==> config.mk <==
export PLATFORM = sky130hd
export DESIGN_NAME = bcq_ctx_mem
export DESIGN_NICKNAME = d
export VERILOG_FILES = /design/src/rtl/per_client_bounded_queue_manager_defines.svh /design/src/rtl/bcq_pkg.sv /design/src/rtl/bcq_ctx_mem.sv
export SDC_FILE = /design/constraint.sdc
export NUM_CORES = 1
export LEC_CHECK = 0
export BUFFER_PORTS_ARGS = -buffer_cell sky130_fd_sc_hd__buf_2
export CAP_MARGIN = 10
export CORE_AREA = 3 3 115 117
export DETAILED_ROUTE_END_ITERATION = 16
export DIE_AREA = 0 0 118 120
export PLACE_DENSITY = 0.71
export SLEW_MARGIN = 25
export SYNTH_ARGS = -nofsm -noshare
export SYNTH_HDL_FRONTEND = slang
export SYNTH_SLANG_ARGS = --single-unit
==> constraint.sdc <==
create_clock -name clk -period 2.71 [get_ports clk]
set_input_delay 0 -clock clk [delete_from_list [all_inputs] [get_ports clk]]
set_output_delay 0 -clock clk [all_outputs]
set_load 0.02 [all_outputs]
==> src/rtl/per_client_bounded_queue_manager_defines.svh <==
// ----------------------------------------------------------------------------
// per-client bounded queue manager: assertion macros
// same-cycle and next-cycle implications, clocked on clk, off during reset
// ----------------------------------------------------------------------------
`ifndef PER_CLIENT_BOUNDED_QUEUE_MANAGER_DEFINES_SVH
`define PER_CLIENT_BOUNDED_QUEUE_MANAGER_DEFINES_SVH

`ifndef NO_ASSERTIONS
`define BCQ_ASSERT_IMP(lbl, ante, cons) \
    lbl: assert property (@(posedge clk) disable iff (!rst_n) (ante) |-> (cons)) \
        else $error("bcq assertion failed");
`define BCQ_ASSERT_NXT(lbl, ante, cons) \
    lbl: assert property (@(posedge clk) disable iff (!rst_n) (ante) |=> (cons)) \
        else $error("bcq assertion failed");
`else
`define BCQ_ASSERT_IMP(lbl, ante, cons)
`define BCQ_ASSERT_NXT(lbl, ante, cons)
`endif

`endif

==> src/rtl/bcq_pkg.sv <==
// ----------------------------------------------------------------------------
// bcq_pkg
// types, codes and helpers shared by the per-client bounded queue manager
// ----------------------------------------------------------------------------
package bcq_pkg;

    localparam int CMD_W      = 3;
    localparam int CLIENT_W   = 4;
    localparam int DATA_W     = 32;
    localparam int COUNT_W    = 5;
    localparam int STATUS_W   = 3;
    localparam int LIMIT_W    = 5;
    localparam int CLIENT_EXT_W = 9;

    localparam int MAX_RESULTS     = 16;
    localparam int NUM_CLIENTS_DEF = 16;
    localparam int QUEUE_DEPTH_DEF = 16;

    localparam logic [LIMIT_W-1:0] LIMIT_RESET = 5'd16;

    localparam logic [CMD_W-1:0] CMD_ENQ      = 3'd0;
    localparam logic [CMD_W-1:0] CMD_ENQ_DROP = 3'd1;
    localparam logic [CMD_W-1:0] CMD_DRAIN    = 3'd2;
    localparam logic [CMD_W-1:0] CMD_SIZE     = 3'd3;
    localparam logic [CMD_W-1:0] CMD_PURGE    = 3'd4;

    localparam logic [STATUS_W-1:0] STAT_OK      = 3'd0;
    localparam logic [STATUS_W-1:0] STAT_FULL    = 3'd1;
    localparam logic [STATUS_W-1:0] STAT_DROPPED = 3'd2;
    localparam logic [STATUS_W-1:0] STAT_DRAINED = 3'd3;
    localparam logic [STATUS_W-1:0] STAT_EMPTY   = 3'd4;

    typedef struct packed {
        logic [CMD_W-1:0]    cmd;
        logic [CLIENT_W-1:0] client_index;
        logic [DATA_W-1:0]   message_handle;
    } req_item_t;

    typedef struct packed {
        logic [STATUS_W-1:0] status;
        logic [DATA_W-1:0]   data_out;
        logic [COUNT_W-1:0]  queue_count;
        logic                last_result;
    } rsp_item_t;

    function automatic int idx_w(input int n);
        return (n > 1) ? $clog2(n) : 1;
    endfunction

    function automatic rsp_item_t make_rsp(
        input logic [STATUS_W-1:0] status,
        input logic [DATA_W-1:0]   data,
        input logic [COUNT_W-1:0]  count,
        input logic                last
    );
        rsp_item_t r;
        r.status      = status;
        r.data_out    = data;
        r.queue_count = count;
        r.last_result = last;
        return r;
    endfunction

endpackage

==> src/rtl/bcq_ctx_mem.sv <==
// ----------------------------------------------------------------------------
// bcq_ctx_mem
// per-client head pointer and entry count, one synchronous read port with
// registered output; entries never written read as an empty queue
// ----------------------------------------------------------------------------
module bcq_ctx_mem #(
    parameter int NUM_CLIENTS = bcq_pkg::NUM_CLIENTS_DEF,
    parameter int QUEUE_DEPTH = bcq_pkg::QUEUE_DEPTH_DEF,
    localparam int CIDX_W = bcq_pkg::idx_w(NUM_CLIENTS),
    localparam int PTR_W  = bcq_pkg::idx_w(QUEUE_DEPTH)
) (
    input  logic                        clk,
    input  logic                        rst_n,
    input  logic                        rd_en,
    input  logic [CIDX_W-1:0]           rd_addr,
    output logic [PTR_W-1:0]            rd_head,
    output logic [bcq_pkg::COUNT_W-1:0] rd_count,
    input  logic                        wr_en,
    input  logic [CIDX_W-1:0]           wr_addr,
    input  logic [PTR_W-1:0]            wr_head,
    input  logic [bcq_pkg::COUNT_W-1:0] wr_count
);
    import bcq_pkg::*;

    localparam int ENTRY_W = PTR_W + COUNT_W;

    logic [ENTRY_W-1:0]     ctx_mem_reg [NUM_CLIENTS];
    logic [ENTRY_W-1:0]     rd_data_reg;
    logic [NUM_CLIENTS-1:0] valid_reg;
    logic                   rd_valid_reg;

    always_ff @(posedge clk)
    begin
        if (wr_en)
        begin
            ctx_mem_reg[wr_addr] <= {wr_head, wr_count};
        end
        if (rd_en)
        begin
            rd_data_reg <= ctx_mem_reg[rd_addr];
        end
    end

    always_ff @(posedge clk or negedge rst_n)
    begin
        if (!rst_n)
        begin
            valid_reg    <= '0;
            rd_valid_reg <= 1'b0;
        end
        else
        begin
            if (wr_en)
            begin
                valid_reg[wr_addr] <= 1'b1;
            end
            if (rd_en)
            begin
                rd_valid_reg <= valid_reg[rd_addr];
            end
        end
    end

    assign rd_head  = rd_valid_reg ? rd_data_reg[ENTRY_W-1:COUNT_W] : '0;
    assign rd_count = rd_valid_reg ? rd_data_reg[COUNT_W-1:0] : '0;

endmodule

==> results of run 1 <==
==> power groups by stage <==
stage / clock (mW) / combinational, mW / sequential (mW)
3_5_place_dp: 0 / 0.394 / 3.06
6_report: 2.33 / 0.404 / 3.01
2_1_floorplan: 0 / 0.265 / 3.04
4_1_cts: 2.38 / 0.411 / 3.01
3_3_place_gp: 0 / 0.384 / 3.06
5_1_grt: 2.49 / 0.434 / 3.02
==> final cells by class <==
class,instances,area (µm²),area share (%)
clock buffers,19,433,5.60
clock inverters,13,144,1.86
multi-input cells,101,1520,19.6
flip-flops and latches,170,5020,64.9
well taps,172,215,2.78
repair buffers,58,403,5.21
==> metal layers <==
layer | vias to the layer above | track usage, % | part of all wire (%)
li1 | 1325 | - | -
met1 | 1627 | 28.8 | 43
met2 | 99 | 32.4 | 49
met3 | 21 | 4.10 | 6.2
met4 | 0 | 8.28 | 1.9
met5 | - | 0 | 0
==> metrics by stage <==
step	std cells	hold WS, ns
after floorplan	282	-0.296
after detailed placement	490	-0.0492
after global routing	533	0.0503
final	533	0.0467
after CTS	533	0.0263
after global placement	490	-0.0553
==> timing repair <==
item | in CTS | in global routing
hold buffers | 11 | 0
hold endpoints to repair | 170 | 0
buffers inserted | 0 | 0
==> kinds of logic (layout without fill, tap and decap cells) <==
| family | after synthesis | count (layout) | share of synthesized area [%] |
|---|---|---|---|
| mux | 53 | 53 | 18.8 |
| flops | 170 | 170 | 75.7 |
| simple gates | 48 | 48 | 4.02 |
| buf+inv | 11 | 90 | 1.45 |
==> cells in the final DEF, fill, tap and decap left out, types with 3 or more instances in the layout <==
cell type | netlist | final
mux2i_1 | 3 | 3
clkbuf_16 | 0 | 17
inv_6 | 0 | 4
buf_2 | 0 | 29
mux4_1 | 26 | 26
dlygate4sd3_1 | 0 | 11
buf_4 | 2 | 17
edfxtp_1 | 153 | 153
or2_2 | 16 | 16
and2_1 | 9 | 9
nor2_1 | 12 | 12
clkinvlp_4 | 0 | 3
dfrtp_1 | 17 | 17
mux4_2 | 23 | 23
nor3_1 | 4 | 3
==> worst max-delay path by stage <==
stage,from,endpoint,slack (ns),cells past startpoint
floorplan,wr_addr[2],ctx_mem_reg[0][0]$_DFFE_PP_,1.12,2
global placement,rd_addr[0],rd_data_reg[4]$_DFFE_PP_,0.95,4
detailed placement,rd_addr[0],rd_data_reg[6]$_DFFE_PP_,0.93,4
CTS,ctx_mem_reg[8][1]$_DFFE_PP_,rd_data_reg[1]$_DFFE_PP_,1.01,2
global route,ctx_mem_reg[9][1]$_DFFE_PP_,rd_data_reg[1]$_DFFE_PP_,1.00,2
finish,ctx_mem_reg[9][1]$_DFFE_PP_,rd_data_reg[1]$_DFFE_PP_,1.02,2
==> worst register-to-register path, stage by stage, from the launching register on <==
cell      delay [ns]
edfxtp_1        0.38
mux4_1          0.57
mux4_2          0.48
==> Yosys cell counts, types with 2 or more instances <==
cell type    n  area, µm²
and2_1       9       56.3
buf_4        2       15.0
buf_6        5       56.3
clkbuf_1     2       7.51
dfrtp_1     17        425
edfxtp_1   153       4590
mux2i_1      3       30.0
mux4_1      26        683
mux4_2      23        518
nand2b_1     2       12.5
nand3b_1     2       15.0
nor2_1      12       45.0
nor3_1       4       20.0
or2_2       16        100
==> impl_metrics.yaml, run 1 <==
clocking:
  cts_root_buffer: "clkbuf_16"
  cts_tree: "yes"
  clock_path_buffers: 2
  path_clk_slew_ns: 0.06
  clock_latency_ns: 0.42
  clkSinkCount: 170
  cts.repair.resized: 0
  htreeDepth: 4
  cts-buffers-inserted: 17
critical_path:
  critical-path-max-stage-delay_ns: 0.57
  reg2reg_depth: 2
  path_class: "reg2reg"
  critPathLaunchType: "flip-flop"
  cp.arrival_ns: 1.85
  critPathCaptureType: "flip-flop"
  r2r_slack_ns: 1.02
  cp_max_fo: 1
  cp.required_ns: 2.87
  cpMaxStageDelayCell: "mux4_1"
  timing.rr.end: "rd_data_reg[1]$_DFFE_PP_"
  timing.rr.start: "ctx_mem_reg[9][1]$_DFFE_PP_"
  critical_path_buf_inv_count: 0
  cp_top_family: "multiplexers"
  path_cells: "mux4_1 > mux4_2"
layout:
  diodes: 0
  fillers: 857
  utilization_pct: 62.0
  drive_gt1_share_pct: 32.7
  postLayoutCellArea_um2: 7730
  nets: 369
  largest_reg_flops: 144
  area_growth_pct: 16.6
routing:
  ant_nets: 0
  num_vias: 3072
  wl_per_cell_um: 25.3
  vias_per_cell: 5.76
  drt-pass1-iter-count: 4
  route.detailed.drc: 0
  drt_iter0_drc: 308
  routed_wl_um: 13500
power_and_ir_drop:
  pwr-share-comb_pct: 7.0
  power_density_nw_per_um2: 743
  design_power_total_mw: 5.75
  p_sw_mw: 1.21
  p_sw_share_pct: 21.1
  ir_worst_vdd_v: 0.000454
  intPower_mw: 4.53
  p_seq_share_pct: 52.4
  p_leak_nw: 2.63
  clock_power_share_pct: 40.5
die:
  io-pin-count: 30
  initial_core_util_pct: 53.2
  die_y_um: 120
  row_count: 41
  core_area_um2: 12500
  die_w_um: 118
  dieArea_um2: 14200
yosys:
  synth_cells: 282
  ys_seq_elements: 170
  ys_types: 20
  syn_area_um2: 6630
  ys_async_sr_fraction_pct: 10.0
  yosysSeqAreaShare_pct: 75.7
  yosys_warnings: 0
  synth_edf_count: 153
  syn_nets: 303
  syn_area_per_cell_um2: 23.5
  synthFlopType: "edfxtp_1"
global_route:
  antenna_found_initial: 0
  grt_pass1_wl_um: 20400
  grt_pass1_vias: 3243
  grt_max_degree: 41
  grt_overflow_total: 0
  grt_usage_pct: 20.6
timing:
  clock.fmax_ghz: 0.592
  fin_crit_sh_pct: 62.4
  worst_slew_pin_slew_ns: 0.643
  grt_setup_unrepaired: "no"
  slew_viol_final: 0
  slew_headroom_pct: 57.0
  clock_skew_ns: 0.00620
  fin_crit_ns: 1.69
  finalSetupViolCount: 0
  fin_setup_tns_ns: 0
  hold_violations: 0
  fin_ws_ns: 1.02
placement:
  pre_cts_slack_ns: 0.935
  place_area_um2: 7050
  hpwlAfterDp_um: 7140
  gp_congestion: 0.762
  port_buffers: 29
worst_hold_path:
  holdCritPathClass: "in2async"
status:
  status: "complete, no violations"
job:
  drv_cap: 0
Power figures use the tool's default switching activity.
==> run 2: changes to the inputs <==
- clock period: 2.71 -> 1.8 ns (I/O delays scaled with it)
==> run 2 against run 1 <==
  * Sequential share of layout area down 0.99 points
  * Flip-flop and latch count is the same
  * Clock skew down 0.0017 ns
  * Critical path depth stayed put
  * Die area unchanged
  * Cell count is 0.56% higher
  * Setup slack worse by 0.86 ns
  * Hold slack better by 0.0020 ns
  * Global-route usage shrank 0.44 points
  * Final area increased by 1.6%
==> impl_metrics.yaml, run 2 (synthesis gave the netlist of run 1 again) <==
timing:
  hold-worst-slack_ns: 0.0487
  worst_slew_pin_slew_ns: 0.423
  fin_crit_sh_pct: 91.3
  fin_ws_ns: 0.156
  fin_crit_ns: 1.64
  grt_setup_unrepaired: "no"
  finalSetupViolCount: 0
  fin_setup_tns_ns: 0
  slew_headroom_pct: 71.8
  hold_violations: 0
  slew_viol_final: 0
  clock_skew_ns: 0.00445
  clock.fmax_ghz: 0.608
layout:
  largest_reg_flops: 144
  multi_input_area_um2: 1520
  area_growth_pct: 18.5
  nets: 372
  layout_common_cells: "edfxtp_1 (153), buf_2 (29), mux4_1 (26), mux4_2 (23)"
  fillers: 819
  final_common_cell: "edfxtp_1"
  diodes: 0
  final-seq-area_um2: 5020
  drive_gt1_share_pct: 33.0
critical_path:
  reg2reg_depth: 2
  critPathCaptureType: "flip-flop"
  timing.rr.start: "ctx_mem_reg[11][7]$_DFFE_PP_"
  cp.arrival_ns: 1.80
  cp.required_ns: 1.96
  cp_max_fo: 1
  path_class: "reg2reg"
  timing.rr.end: "rd_data_reg[7]$_DFFE_PP_"
  critPathLaunchType: "flip-flop"
  r2r_slack_ns: 0.16
global_route:
  antenna_found_initial: 0
  grt_pass1_wl_um: 20100
  met3_usage_pct: 4.95
  grtUsageMet2_pct: 32.2
  grt_max_degree: 25
  busiest_layer: "met2"
  grt_usage_pct: 20.1
  grt_util_met1_pct: 27.3
  grt_overflow_total: 0
  grt_pass1_vias: 3264
placement:
  hpwlAfterDp_um: 7760
  gp_congestion: 0.750
  pre_cts_slack_ns: 0.0684
  port_buffers: 29
power_and_ir_drop:
  design_power_total_mw: 9.04
  p_leak_nw: 2.67
  power_density_nw_per_um2: 1150
  ir_worst_vdd_v: 0.000501
job:
  drv_cap: 0
die:
  row_count: 41
  dieArea_um2: 14200
  die_w_um: 118
  die_y_um: 120
  core_area_um2: 12500
  io-pin-count: 30
  initial_core_util_pct: 53.2
routing:
  route.detailed.drc: 0
  wl_per_cell_um: 24.6
  vias_per_cell: 5.75
  num_vias: 3082
  ant_nets: 0
  routed_wl_um: 13200
  drt-pass1-iter-count: 4
  drt_iter0_drc: 275
clocking:
  clock_latency_ns: 0.42
  cts.repair.resized: 0
  cts_root_buffer: "clkbuf_16"
  htreeDepth: 4
  path_clk_slew_ns: 0.06
  cts-buffers-inserted: 17
  post-cts-setup-buffer-count: 0
  clkSinkCount: 170
  clock_path_buffers: 2
  cts_tree: "yes"
status:
  status: "complete, no violations"
worst_hold_path:
  holdCritPathClass: "in2async"
==> run 2: cell count changes in the layout (fill, tap and decap cells not counted) <==
cell | before | now
buf_12 | 1 | 4
clkinv_2 | 1 | 0
clkinvlp_4 | 3 | 5
clkbuf_1 | 2 | 4
clkinv_1 | 1 | 0
bufinv_16 | 2 | 5
inv_6 | 4 | 0
clkinv_4 | 2 | 1
==> run 2: power by group <==
group / internal, mW / switching [mW] / total [mW]
sequential: 4.47 / 0.0709 / 4.54
clock: 2.46 / 1.42 / 3.88
combinational: 0.313 / 0.311 / 0.624
total: 7.24 / 1.80 / 9.04
==> run 2: metal layers <==
metal  part of all wire, %  up-vias
li1                      -     1329
met1                    41     1591
met2                    50      136
met3                   7.6       26
met4                   2.1        0
met5                     0        -
==> run 2: timing repair <==
| action | 4_1_cts | 5_1_grt |
|---|---|---|
| endpoints found under the hold margin | 161 | 1 |
| hold buffers | 10 | 1 |
| endpoints found under the setup margin | 0 | 0 |
==> run 2: area by class of cell <==
cell class              count  area share (%)
multi-input cells         101            19.3
flip-flops and latches    170            63.9
clock inverters            11            2.50
well taps                 172            2.74
repair buffers             61            5.90
clock buffers              21            5.61
==> run 2: worst max-delay path: stages, from the launching register on <==
cell	delay, ns
edfxtp_1	0.41
mux4_2	0.52
mux4_2	0.46
==> run 2: metrics by stage <==
stage | utilization, % | instances | area, µm²
4_1_cts | 62.9 | 535 | 7840
5_1_grt | 63.0 | 536 | 7850
6_report | 63.0 | 536 | 7850
2_1_floorplan | - | 282 | 6630
3_3_place_gp | 57.0 | 493 | 7110
3_5_place_dp | 57.0 | 493 | 7110
==> run 2: how the worst max path moves through the flow <==
stage               slack, ns  cells after the start                           to                          from
global placement         0.09                      6     rd_valid_reg$_DFFE_PN0P_                    rd_addr[0]
floorplan                0.21                      2  ctx_mem_reg[0][0]$_DFFE_PP_                    wr_addr[2]
detailed placement       0.07                      4     rd_data_reg[6]$_DFFE_PP_                    rd_addr[0]
CTS                      0.14                      2     rd_data_reg[4]$_DFFE_PP_  ctx_mem_reg[15][4]$_DFFE_PP_
global route             0.12                      2     rd_data_reg[4]$_DFFE_PP_  ctx_mem_reg[15][4]$_DFFE_PP_
finish                   0.16                      2     rd_data_reg[7]$_DFFE_PP_  ctx_mem_reg[11][7]$_DFFE_PP_
