==> config.mk <==
export PLATFORM = sky130hd
export DESIGN_NAME = bcq_ctrl
export DESIGN_NICKNAME = d
export VERILOG_FILES = /design/src/rtl/bcq_pkg.sv /design/src/rtl/bcq_ctrl.sv
export VERILOG_INCLUDE_DIRS = /design/src /design/src/rtl
export SDC_FILE = /design/constraint.sdc
export NUM_CORES = 1
export LEC_CHECK = 0
export BUFFER_PORTS_ARGS = -buffer_cell sky130_fd_sc_hd__buf_2
export CORE_MARGIN = 5
export CORE_UTILIZATION = 34
export CTS_CLUSTER_SIZE = 20
export DETAILED_ROUTE_END_ITERATION = 12
export PLACE_DENSITY = 0.69
export SLEW_MARGIN = 20
export SYNTH_ARGS = -nofsm -noshare
export SYNTH_HDL_FRONTEND = slang
export SYNTH_SLANG_ARGS = --single-unit
==> constraint.sdc <==
create_clock -name clk -period 8.3 [get_ports clk]
set_clock_uncertainty 0.15 [all_clocks]
set_input_delay 2.49 -clock clk [delete_from_list [all_inputs] [get_ports clk]]
set_output_delay 2.49 -clock clk [all_outputs]
set_load 0.05 [all_outputs]
==> src/rtl/per_client_bounded_queue_manager_defines.svh <==
// ----------------------------------------------------------------------------
// per-client bounded queue manager: assertion macros
// same-cycle and next-cycle implications, clocked on clk, off during reset
// ----------------------------------------------------------------------------
`ifndef PER_CLIENT_BOUNDED_QUEUE_MANAGER_DEFINES_SVH
`define PER_CLIENT_BOUNDED_QUEUE_MANAGER_DEFINES_SVH

`ifndef NO_ASSERTIONS
`define BCQ_ASSERT_IMP(lbl, ante, cons) \
    lbl: assert property (@(posedge clk) disable iff (!rst_n) (ante) |-> (cons)) \
        else $error("bcq assertion failed");
`define BCQ_ASSERT_NXT(lbl, ante, cons) \
    lbl: assert property (@(posedge clk) disable iff (!rst_n) (ante) |=> (cons)) \
        else $error("bcq assertion failed");
`else
`define BCQ_ASSERT_IMP(lbl, ante, cons)
`define BCQ_ASSERT_NXT(lbl, ante, cons)
`endif

`endif

==> src/rtl/bcq_pkg.sv <==
// ----------------------------------------------------------------------------
// bcq_pkg
// types, codes and helpers shared by the per-client bounded queue manager
// ----------------------------------------------------------------------------
package bcq_pkg;

    localparam int CMD_W      = 3;
    localparam int CLIENT_W   = 4;
    localparam int DATA_W     = 32;
    localparam int COUNT_W    = 5;
    localparam int STATUS_W   = 3;
    localparam int LIMIT_W    = 5;
    localparam int CLIENT_EXT_W = 9;

    localparam int MAX_RESULTS     = 16;
    localparam int NUM_CLIENTS_DEF = 16;
    localparam int QUEUE_DEPTH_DEF = 16;

    localparam logic [LIMIT_W-1:0] LIMIT_RESET = 5'd16;

    localparam logic [CMD_W-1:0] CMD_ENQ      = 3'd0;
    localparam logic [CMD_W-1:0] CMD_ENQ_DROP = 3'd1;
    localparam logic [CMD_W-1:0] CMD_DRAIN    = 3'd2;
    localparam logic [CMD_W-1:0] CMD_SIZE     = 3'd3;
    localparam logic [CMD_W-1:0] CMD_PURGE    = 3'd4;

    localparam logic [STATUS_W-1:0] STAT_OK      = 3'd0;
    localparam logic [STATUS_W-1:0] STAT_FULL    = 3'd1;
    localparam logic [STATUS_W-1:0] STAT_DROPPED = 3'd2;
    localparam logic [STATUS_W-1:0] STAT_DRAINED = 3'd3;
    localparam logic [STATUS_W-1:0] STAT_EMPTY   = 3'd4;

    typedef struct packed {
        logic [CMD_W-1:0]    cmd;
        logic [CLIENT_W-1:0] client_index;
        logic [DATA_W-1:0]   message_handle;
    } req_item_t;

    typedef struct packed {
        logic [STATUS_W-1:0] status;
        logic [DATA_W-1:0]   data_out;
        logic [COUNT_W-1:0]  queue_count;
        logic                last_result;
    } rsp_item_t;

    function automatic int idx_w(input int n);
        return (n > 1) ? $clog2(n) : 1;
    endfunction

    function automatic rsp_item_t make_rsp(
        input logic [STATUS_W-1:0] status,
        input logic [DATA_W-1:0]   data,
        input logic [COUNT_W-1:0]  count,
        input logic                last
    );
        rsp_item_t r;
        r.status      = status;
        r.data_out    = data;
        r.queue_count = count;
        r.last_result = last;
        return r;
    endfunction

endpackage

==> src/rtl/bcq_ctrl.sv <==
// ----------------------------------------------------------------------------
// bcq_ctrl
// command sequencer: context lookup, read-modify-write of the queue state,
// eviction read, drain walk and the registered result stage
// ----------------------------------------------------------------------------
`include "per_client_bounded_queue_manager_defines.svh"

module bcq_ctrl #(
    parameter int NUM_CLIENTS = bcq_pkg::NUM_CLIENTS_DEF,
    parameter int QUEUE_DEPTH = bcq_pkg::QUEUE_DEPTH_DEF,
    localparam int CIDX_W = bcq_pkg::idx_w(NUM_CLIENTS),
    localparam int PTR_W  = bcq_pkg::idx_w(QUEUE_DEPTH)
) (
    input  logic                          clk,
    input  logic                          rst_n,
    input  logic                          req_valid,
    output logic                          req_stall,
    input  bcq_pkg::req_item_t            req_data,
    output logic                          rsp_valid,
    input  logic                          rsp_stall,
    output bcq_pkg::rsp_item_t            rsp_data,
    input  logic                          cfg_we,
    input  logic [bcq_pkg::LIMIT_W-1:0]   cfg_wdata,
    output logic                          ctx_rd_en,
    output logic [CIDX_W-1:0]             ctx_rd_addr,
    input  logic [PTR_W-1:0]              ctx_rd_head,
    input  logic [bcq_pkg::COUNT_W-1:0]   ctx_rd_count,
    output logic                          ctx_wr_en,
    output logic [CIDX_W-1:0]             ctx_wr_addr,
    output logic [PTR_W-1:0]              ctx_wr_head,
    output logic [bcq_pkg::COUNT_W-1:0]   ctx_wr_count,
    output logic                          msg_rd_en,
    output logic [CIDX_W+PTR_W-1:0]       msg_rd_addr,
    input  logic [bcq_pkg::DATA_W-1:0]    msg_rd_data,
    output logic                          msg_wr_en,
    output logic [CIDX_W+PTR_W-1:0]       msg_wr_addr,
    output logic [bcq_pkg::DATA_W-1:0]    msg_wr_data
);
    import bcq_pkg::*;

    localparam int SUM_W     = PTR_W + 1;
    localparam int LIMIT_CAP = (QUEUE_DEPTH < MAX_RESULTS) ? QUEUE_DEPTH : MAX_RESULTS;

    localparam logic [1:0] S_IDLE   = 2'd0;
    localparam logic [1:0] S_LOOKUP = 2'd1;
    localparam logic [1:0] S_DROP   = 2'd2;
    localparam logic [1:0] S_DRAIN  = 2'd3;

    function automatic logic [PTR_W-1:0] wrap_add(
        input logic [PTR_W-1:0]   a,
        input logic [COUNT_W-1:0] b
    );
        logic [SUM_W-1:0] s;
        s = SUM_W'(a) + SUM_W'(b);
        if (s >= SUM_W'(QUEUE_DEPTH))
        begin
            s = s - SUM_W'(QUEUE_DEPTH);
        end
        return s[PTR_W-1:0];
    endfunction

    logic [1:0]          state_reg, state_next;
    req_item_t           req_reg;
    logic                in_range_reg;
    logic [CIDX_W-1:0]   client_reg;
    logic [LIMIT_W-1:0]  limit_reg;

    logic [PTR_W-1:0]    drop_slot_reg, drop_slot_next;
    logic [PTR_W-1:0]    drop_head_reg, drop_head_next;
    logic [COUNT_W-1:0]  drop_cnt_reg, drop_cnt_next;

    logic [PTR_W-1:0]    drain_head_reg, drain_head_next;
    logic [COUNT_W-1:0]  drain_cnt_reg, drain_cnt_next;
    logic [COUNT_W-1:0]  drain_idx_reg, drain_idx_next;
    logic                dv_reg, dv_next;

    logic                out_valid_reg;
    rsp_item_t           out_data_reg;

    logic [CLIENT_EXT_W-1:0] client_ext;
    logic                    in_range_now;
    logic                    accept;
    logic                    out_free;
    logic                    out_load;
    rsp_item_t               out_item;
    logic [LIMIT_W-1:0]      lim_eff;
    logic                    full;
    logic [PTR_W-1:0]        tail_slot;
    logic [COUNT_W-1:0]      cnt_inc;
    logic                    drain_issue;

    assign client_ext   = CLIENT_EXT_W'(req_data.client_index);
    assign in_range_now = client_ext < CLIENT_EXT_W'(NUM_CLIENTS);
    assign req_stall    = state_reg != S_IDLE;
    assign accept       = req_valid && !req_stall;
    assign out_free     = !out_valid_reg || !rsp_stall;

    assign ctx_rd_en   = accept && in_range_now;
    assign ctx_rd_addr = client_ext[CIDX_W-1:0];

    always_comb
    begin
        if (limit_reg == '0)
        begin
            lim_eff = LIMIT_W'(1);
        end
        else if (limit_reg > LIMIT_W'(LIMIT_CAP))
        begin
            lim_eff = LIMIT_W'(LIMIT_CAP);
        end
        else
        begin
            lim_eff = limit_reg;
        end
    end

    assign full      = ctx_rd_count >= lim_eff;
    assign tail_slot = wrap_add(ctx_rd_head, ctx_rd_count);
    assign cnt_inc   = ctx_rd_count + COUNT_W'(1);

    always_comb
    begin
        state_next      = state_reg;
        drop_slot_next  = drop_slot_reg;
        drop_head_next  = drop_head_reg;
        drop_cnt_next   = drop_cnt_reg;
        drain_head_next = drain_head_reg;
        drain_cnt_next  = drain_cnt_reg;
        drain_idx_next  = drain_idx_reg;
        dv_next         = dv_reg;
        drain_issue     = 1'b0;
        out_load        = 1'b0;
        out_item        = make_rsp(STAT_OK, '0, '0, 1'b1);
        ctx_wr_en       = 1'b0;
        ctx_wr_addr     = client_reg;
        ctx_wr_head     = '0;
        ctx_wr_count    = '0;
        msg_rd_en       = 1'b0;
        msg_rd_addr     = {client_reg, ctx_rd_head};
        msg_wr_en       = 1'b0;
        msg_wr_addr     = {client_reg, tail_slot};
        msg_wr_data     = req_reg.message_handle;

        unique case (state_reg)
            S_IDLE:
            begin
                if (accept)
                begin
                    state_next = S_LOOKUP;
                end
            end
            S_LOOKUP:
            begin
                if (out_free)
                begin
                    state_next = S_IDLE;
                    if (!in_range_reg)
                    begin
                        unique case (req_reg.cmd)
                            CMD_ENQ, CMD_ENQ_DROP:
                            begin
                                out_load = 1'b1;
                                out_item = make_rsp(STAT_FULL, '0, '0, 1'b1);
                            end
                            CMD_DRAIN:
                            begin
                                out_load = 1'b1;
                                out_item = make_rsp(STAT_EMPTY, '0, '0, 1'b1);
                            end
                            CMD_SIZE, CMD_PURGE:
                            begin
                                out_load = 1'b1;
                                out_item = make_rsp(STAT_OK, '0, '0, 1'b1);
                            end
                            default:
                            begin
                                out_load = 1'b0;
                            end
                        endcase
                    end
                    else
                    begin
                        unique case (req_reg.cmd)
                            CMD_ENQ, CMD_ENQ_DROP:
                            begin
                                if (full && req_reg.cmd == CMD_ENQ)
                                begin
                                    out_load = 1'b1;
                                    out_item = make_rsp(STAT_FULL, '0, ctx_rd_count, 1'b1);
                                end
                                else if (full)
                                begin
                                    // evict: fetch the oldest entry first
                                    msg_rd_en      = 1'b1;
                                    drop_slot_next = tail_slot;
                                    drop_head_next = wrap_add(ctx_rd_head, COUNT_W'(1));
                                    drop_cnt_next  = ctx_rd_count;
                                    state_next     = S_DROP;
                                end
                                else
                                begin
                                    msg_wr_en    = 1'b1;
                                    ctx_wr_en    = 1'b1;
                                    ctx_wr_head  = ctx_rd_head;
                                    ctx_wr_count = cnt_inc;
                                    out_load     = 1'b1;
                                    out_item     = make_rsp(STAT_OK, '0, cnt_inc, 1'b1);
                                end
                            end
                            CMD_DRAIN:
                            begin
                                ctx_wr_en = 1'b1;
                                if (ctx_rd_count == '0)
                                begin
                                    out_load = 1'b1;
                                    out_item = make_rsp(STAT_EMPTY, '0, '0, 1'b1);
                                end
                                else
                                begin
                                    drain_head_next = ctx_rd_head;
                                    drain_cnt_next  = ctx_rd_count;
                                    drain_idx_next  = '0;
                                    dv_next         = 1'b0;
                                    state_next      = S_DRAIN;
                                end
                            end
                            CMD_SIZE:
                            begin
                                out_load = 1'b1;
                                out_item = make_rsp(STAT_OK, '0, ctx_rd_count, 1'b1);
                            end
                            CMD_PURGE:
                            begin
                                ctx_wr_en = 1'b1;
                                out_load  = 1'b1;
                                out_item  = make_rsp(STAT_OK, '0, '0, 1'b1);
                            end
                            default:
                            begin
                                out_load = 1'b0;
                            end
                        endcase
                    end
                end
            end
            S_DROP:
            begin
                if (out_free)
                begin
                    msg_wr_en    = 1'b1;
                    msg_wr_addr  = {client_reg, drop_slot_reg};
                    ctx_wr_en    = 1'b1;
                    ctx_wr_head  = drop_head_reg;
                    ctx_wr_count = drop_cnt_reg;
                    out_load     = 1'b1;
                    out_item     = make_rsp(STAT_DROPPED, msg_rd_data, drop_cnt_reg, 1'b1);
                    state_next   = S_IDLE;
                end
            end
            S_DRAIN:
            begin
                out_load    = dv_reg && out_free;
                out_item    = make_rsp(STAT_DRAINED, msg_rd_data, '0,
                                       drain_idx_reg == drain_cnt_reg);
                drain_issue = (drain_idx_reg != drain_cnt_reg) && (!dv_reg || out_load);
                msg_rd_en   = drain_issue;
                msg_rd_addr = {client_reg, wrap_add(drain_head_reg, drain_idx_reg)};
                if (drain_issue)
                begin
                    drain_idx_next = drain_idx_reg + COUNT_W'(1);
                    dv_next        = 1'b1;
                end
                else if (out_load)
                begin
                    dv_next = 1'b0;
                end
                if (out_load && drain_idx_reg == drain_cnt_reg)
                begin
                    state_next = S_IDLE;
                end
            end
            default:
            begin
                state_next = S_IDLE;
            end
        endcase
    end

    always_ff @(posedge clk or negedge rst_n)
    begin
        if (!rst_n)
        begin
            state_reg     <= S_IDLE;
            limit_reg     <= LIMIT_RESET;
            dv_reg        <= 1'b0;
            drain_idx_reg <= '0;
            drain_cnt_reg <= '0;
            out_valid_reg <= 1'b0;
        end
        else
        begin
            state_reg     <= state_next;
            dv_reg        <= dv_next;
            drain_idx_reg <= drain_idx_next;
            drain_cnt_reg <= drain_cnt_next;
            if (cfg_we)
            begin
                limit_reg <= cfg_wdata;
            end
            if (out_load)
            begin
                out_valid_reg <= 1'b1;
            end
            else if (!rsp_stall)
            begin
                out_valid_reg <= 1'b0;
            end
        end
    end

    always_ff @(posedge clk)
    begin
        if (accept)
        begin
            req_reg      <= req_data;
            in_range_reg <= in_range_now;
            client_reg   <= client_ext[CIDX_W-1:0];
        end
        if (out_load)
        begin
            out_data_reg <= out_item;
        end
        drop_slot_reg  <= drop_slot_next;
        drop_head_reg  <= drop_head_next;
        drop_cnt_reg   <= drop_cnt_next;
        drain_head_reg <= drain_head_next;
    end

    assign rsp_valid = out_valid_reg;
    assign rsp_data  = out_data_reg;

    `BCQ_ASSERT_IMP(a_dv_only_in_drain, dv_reg, state_reg == S_DRAIN)
    `BCQ_ASSERT_IMP(a_drain_idx_bound, state_reg == S_DRAIN, drain_idx_reg <= drain_cnt_reg)
    `BCQ_ASSERT_NXT(a_drain_exit, state_reg == S_DRAIN && out_load && drain_idx_reg == drain_cnt_reg, state_reg == S_IDLE)
    `BCQ_ASSERT_IMP(a_ctx_count_bound, ctx_wr_en, ctx_wr_count <= COUNT_W'(LIMIT_CAP))
    `BCQ_ASSERT_IMP(a_msg_port_exclusive, msg_wr_en, !msg_rd_en)

endmodule

==> flow_metrics.py <==
metrics = {
    "outcome": {
        "status": "completed",
    },
    "finish": {
        "largest_register_ffs": 41,
        "diodes": 0,
        "layout.filler_cells": 1482,
        "layout.cells.non_filler": 840,
        "layout-drive-gt1-share": 0.407,
        "area.growth.synth_to_final_pct": 27.7,
        "fin_nets": 722,
        "post-route-util": 0.445,
        "finalInstanceArea_sq_mm": 0.00709,
    },
    "global_route": {
        "largest_net_degree_at_the_start_of_global_routing": 40,
        "grt-busiest-layer": "met2",
        "grt_use_met1": 0.174,
        "gr_ovfl_total": 0,
        "globalRouteMet3Util": 0.0475,
        "grt_antenna_before_repair": 0,
        "global_route_wire_length_before_repair_mm": 21.3,
        "grt_use_total": 0.150,
        "first_global_vias": 4052,
        "grt_use_met2": 0.258,
    },
    "setup_path": {
        "worst_endpoint_required_time_ns": 5.66,
        "timing.critical_path.to_type": "output port",
        "cp-start-kind": "input port",
        "worst-path-buf-inv": 2,
        "crit_chain": "buf_2 -> ha_1 -> a21oi_1 -> o21ai_0 -> or2_2 -> nor2_1 -> a22o_1 -> buf_2",
        "timing.critical_path.mode_cell": "buf_2",
        "worstSetupPathType": "in2out",
        "critical_path_peak_fanout": 11,
        "crit_path_top_delay_cell": "nor2_1",
        "critical_path_arrival_ns": 4.92,
        "critical-path-top-delay-family": "simple AND/OR/NAND/NOR gates",
        "critical_path.max_stage_delay_ns": 0.58,
    },
    "floorplan": {
        "dieHeight_um": 138,
        "die_w_um": 138,
        "placeableCoreArea_sq_mm": 0.0159,
        "design.portCount": 202,
        "initial_core_utilization": 0.348,
        "core.rowCount": 46,
        "die-area_sq_mm": 0.0190,
    },
    "sta": {
        "slew_headroom": 0.505,
        "timing.final.crit_share": 0.911,
        "final-hold-violation-count": 0,
        "maxClockFrequency_ghz": 0.132,
        "worst_slew_pin_slew_ns": 0.743,
        "post-route-min-period_ns": 7.56,
        "totalNegativeSetupSlack_ns": 0,
        "unrepaired_setup_endpoints_after_global_routing": "no",
        "finalSetupViolCount": 0,
        "slew_violations": 0,
    },
    "logic_synthesis": {
        "number_of_flops_mapped_to_enable_cells_by_yosys": 97,
        "synthesis.nets": 555,
        "synthMostInstantiatedCell": "edfxtp_1",
        "async_flop_share": 0.164,
        "synth.avg_cell_area_sq_um": 12.5,
        "syn-cell-area_sq_mm": 0.00555,
        "yosysUniqueCellTypes": 49,
        "postSynthCellCount": 444,
        "postSynth.topFlopCell": "edfxtp_1",
        "synthTopCellsByCount": "edfxtp_1, buf_4, nand2_1, and2_1, nor2_1",
        "synth_seq_area_share": 0.611,
        "yosys-top-cells-area": "edfxtp_1, dfrtp_1, buf_4",
        "synth_top_area_cell": "edfxtp_1",
        "synth.yosys.warnings": 0,
        "synth_largest_type_area_fraction": 0.525,
        "synth_seq_cells": 116,
    },
    "clocking": {
        "clk-insertion-delay-late_ns": 0.41,
        "cts_post_setup_buffers_inserted": 0,
        "cts_tree": "yes",
        "clk_root_buffer_cell": "clkbuf_16",
        "cts.path.max_buffers": 2,
        "htree_levels": 4,
        "path_clk_slew_ns": 0.06,
        "cts.repair.resized": 0,
        "cts_buffers": 17,
        "cts_num_sinks": 116,
        "cts_hold_repair.buffers": 0,
    },
    "power_and_ir_drop": {
        "static-leakage-power_nw": 3.06,
        "p_per_area_mw_per_mm2": 343,
        "design_power_total_mw": 2.43,
        "ir_worst_vdd_mv": 0.153,
    },
    "placed_design": {
        "numPortBuffers": 201,
        "final_wtd_congestion": 0.920,
        "placed_area_sq_mm": 0.00648,
        "numPlacedInstances": 808,
        "dp_hpwl_mm": 11.2,
    },
    "route": {
        "drt_iter0_markers": 236,
        "routed_via_density": 4.74,
        "route.antenna.remaining_nets": 0,
        "routed_wire_length_per_instance_um": 17.3,
        "dr.pass1.iters": 5,
        "drcViolationCount": 0,
        "number_of_vias_in_the_routed_layout": 3978,
        "routed_wl_mm": 14.5,
    },
    "job": {
        "maxcap_violations": 0,
    },
    "worst_hold_path": {
        "timing.hold.worst.class": "reg2reg",
    },
}
## final cells by class
class	instances	area (sq um)	share of cell area
Timing Repair Buffer	205	1040	0.146
Tap cell	216	270	0.0381
Sequential cell	116	3390	0.478
Clock inverter	15	173	0.0244
Inverter	16	65.1	0.00918
Clock buffer	17	425	0.0600
Multi-Input combinational cell	255	1730	0.244
## per-stage QoR
stage | hold slack, ns | setup slack (ns)
final | 0.352 | 0.738
after global routing | 0.383 | 0.584
after CTS | 0.356 | 0.824
after detailed placement | 0.342 | 0.822
after global placement | 0.336 | 0.918
after floorplan | 0.314 | 0.787
## per-layer routing
metal / wire length [um] / vias to the layer above
li1: - / 1882
met1: 5770 / 1885
met2: 7220 / 190
met3: 1240 / 21
met4: 279 / 0
met5: 0 / -
## path summary, 6_finish.rpt
kind	depth (start not counted)	to	slack [ns]	startpoint
max	8	ctx_wr_head[2]	0.74	ctx_rd_count[2]
min	2	drain_cnt_reg[2]	0.35	drain_cnt_reg[2]
max reg2reg	9	rsp_data[4]	5.02	limit_reg[4]
min reg2reg	2	drain_cnt_reg[2]	0.35	drain_cnt_reg[2]
max in group asynchronous	1	limit_reg[4]	5.79	rst_n
min in group asynchronous	1	drain_cnt_reg[1]	1.87	rst_n
## worst min-delay path: stages, from the launching register on
cell,delay [ns]
dfrtp_1,0.36
nand2_1,0.06
nand2_1,0.06
## cell families after synthesis
kind of cell	count (synthesis)	synth area share
buffers and inverters	73	0.0827
adder cells (fa/ha/maj)	21	0.0500
multiplexers	5	0.0101
AND/OR/NAND/NOR	138	0.128
XOR/XNOR	17	0.0268
flip-flops	116	0.611
AO/OA/AOI/OAI	74	0.0918
## report_power, final
part	switching [mW]	internal, mW	leakage [nW]
registers	0.0572	0.784	1.14
logic	0.665	0.194	1.62
clock network	0.277	0.450	0.294
## cell usage in the layout, fill, tap and decap left out, types with 2 or more instances in the layout
master     count
o31ai_1        6
buf_2        201
o21ai_0       18
a21oi_1       13
mux2_2         5
clkinv_2       2
clkbuf_16     17
or2_2          2
inv_8          3
dfrtp_1       18
inv_1         15
xor2_1         8
a21o_1         6
fa_1           2
nor2_1        25
ha_1          19
a221oi_1       2
nand2_1       43
bufinv_16      2
a22o_1         7
nor2b_1        2
nor4_1         2
a32o_1         6
and2_1        38
buf_4          4
clkinv_4       5
xnor2_1        9
edfxtp_1      97
a21boi_0       3
nand2b_1       3
a31oi_1        2
a41oi_1        2
inv_6          3
nand3_1        8
nor3_1         4
Power figures use the tool's default switching activity.
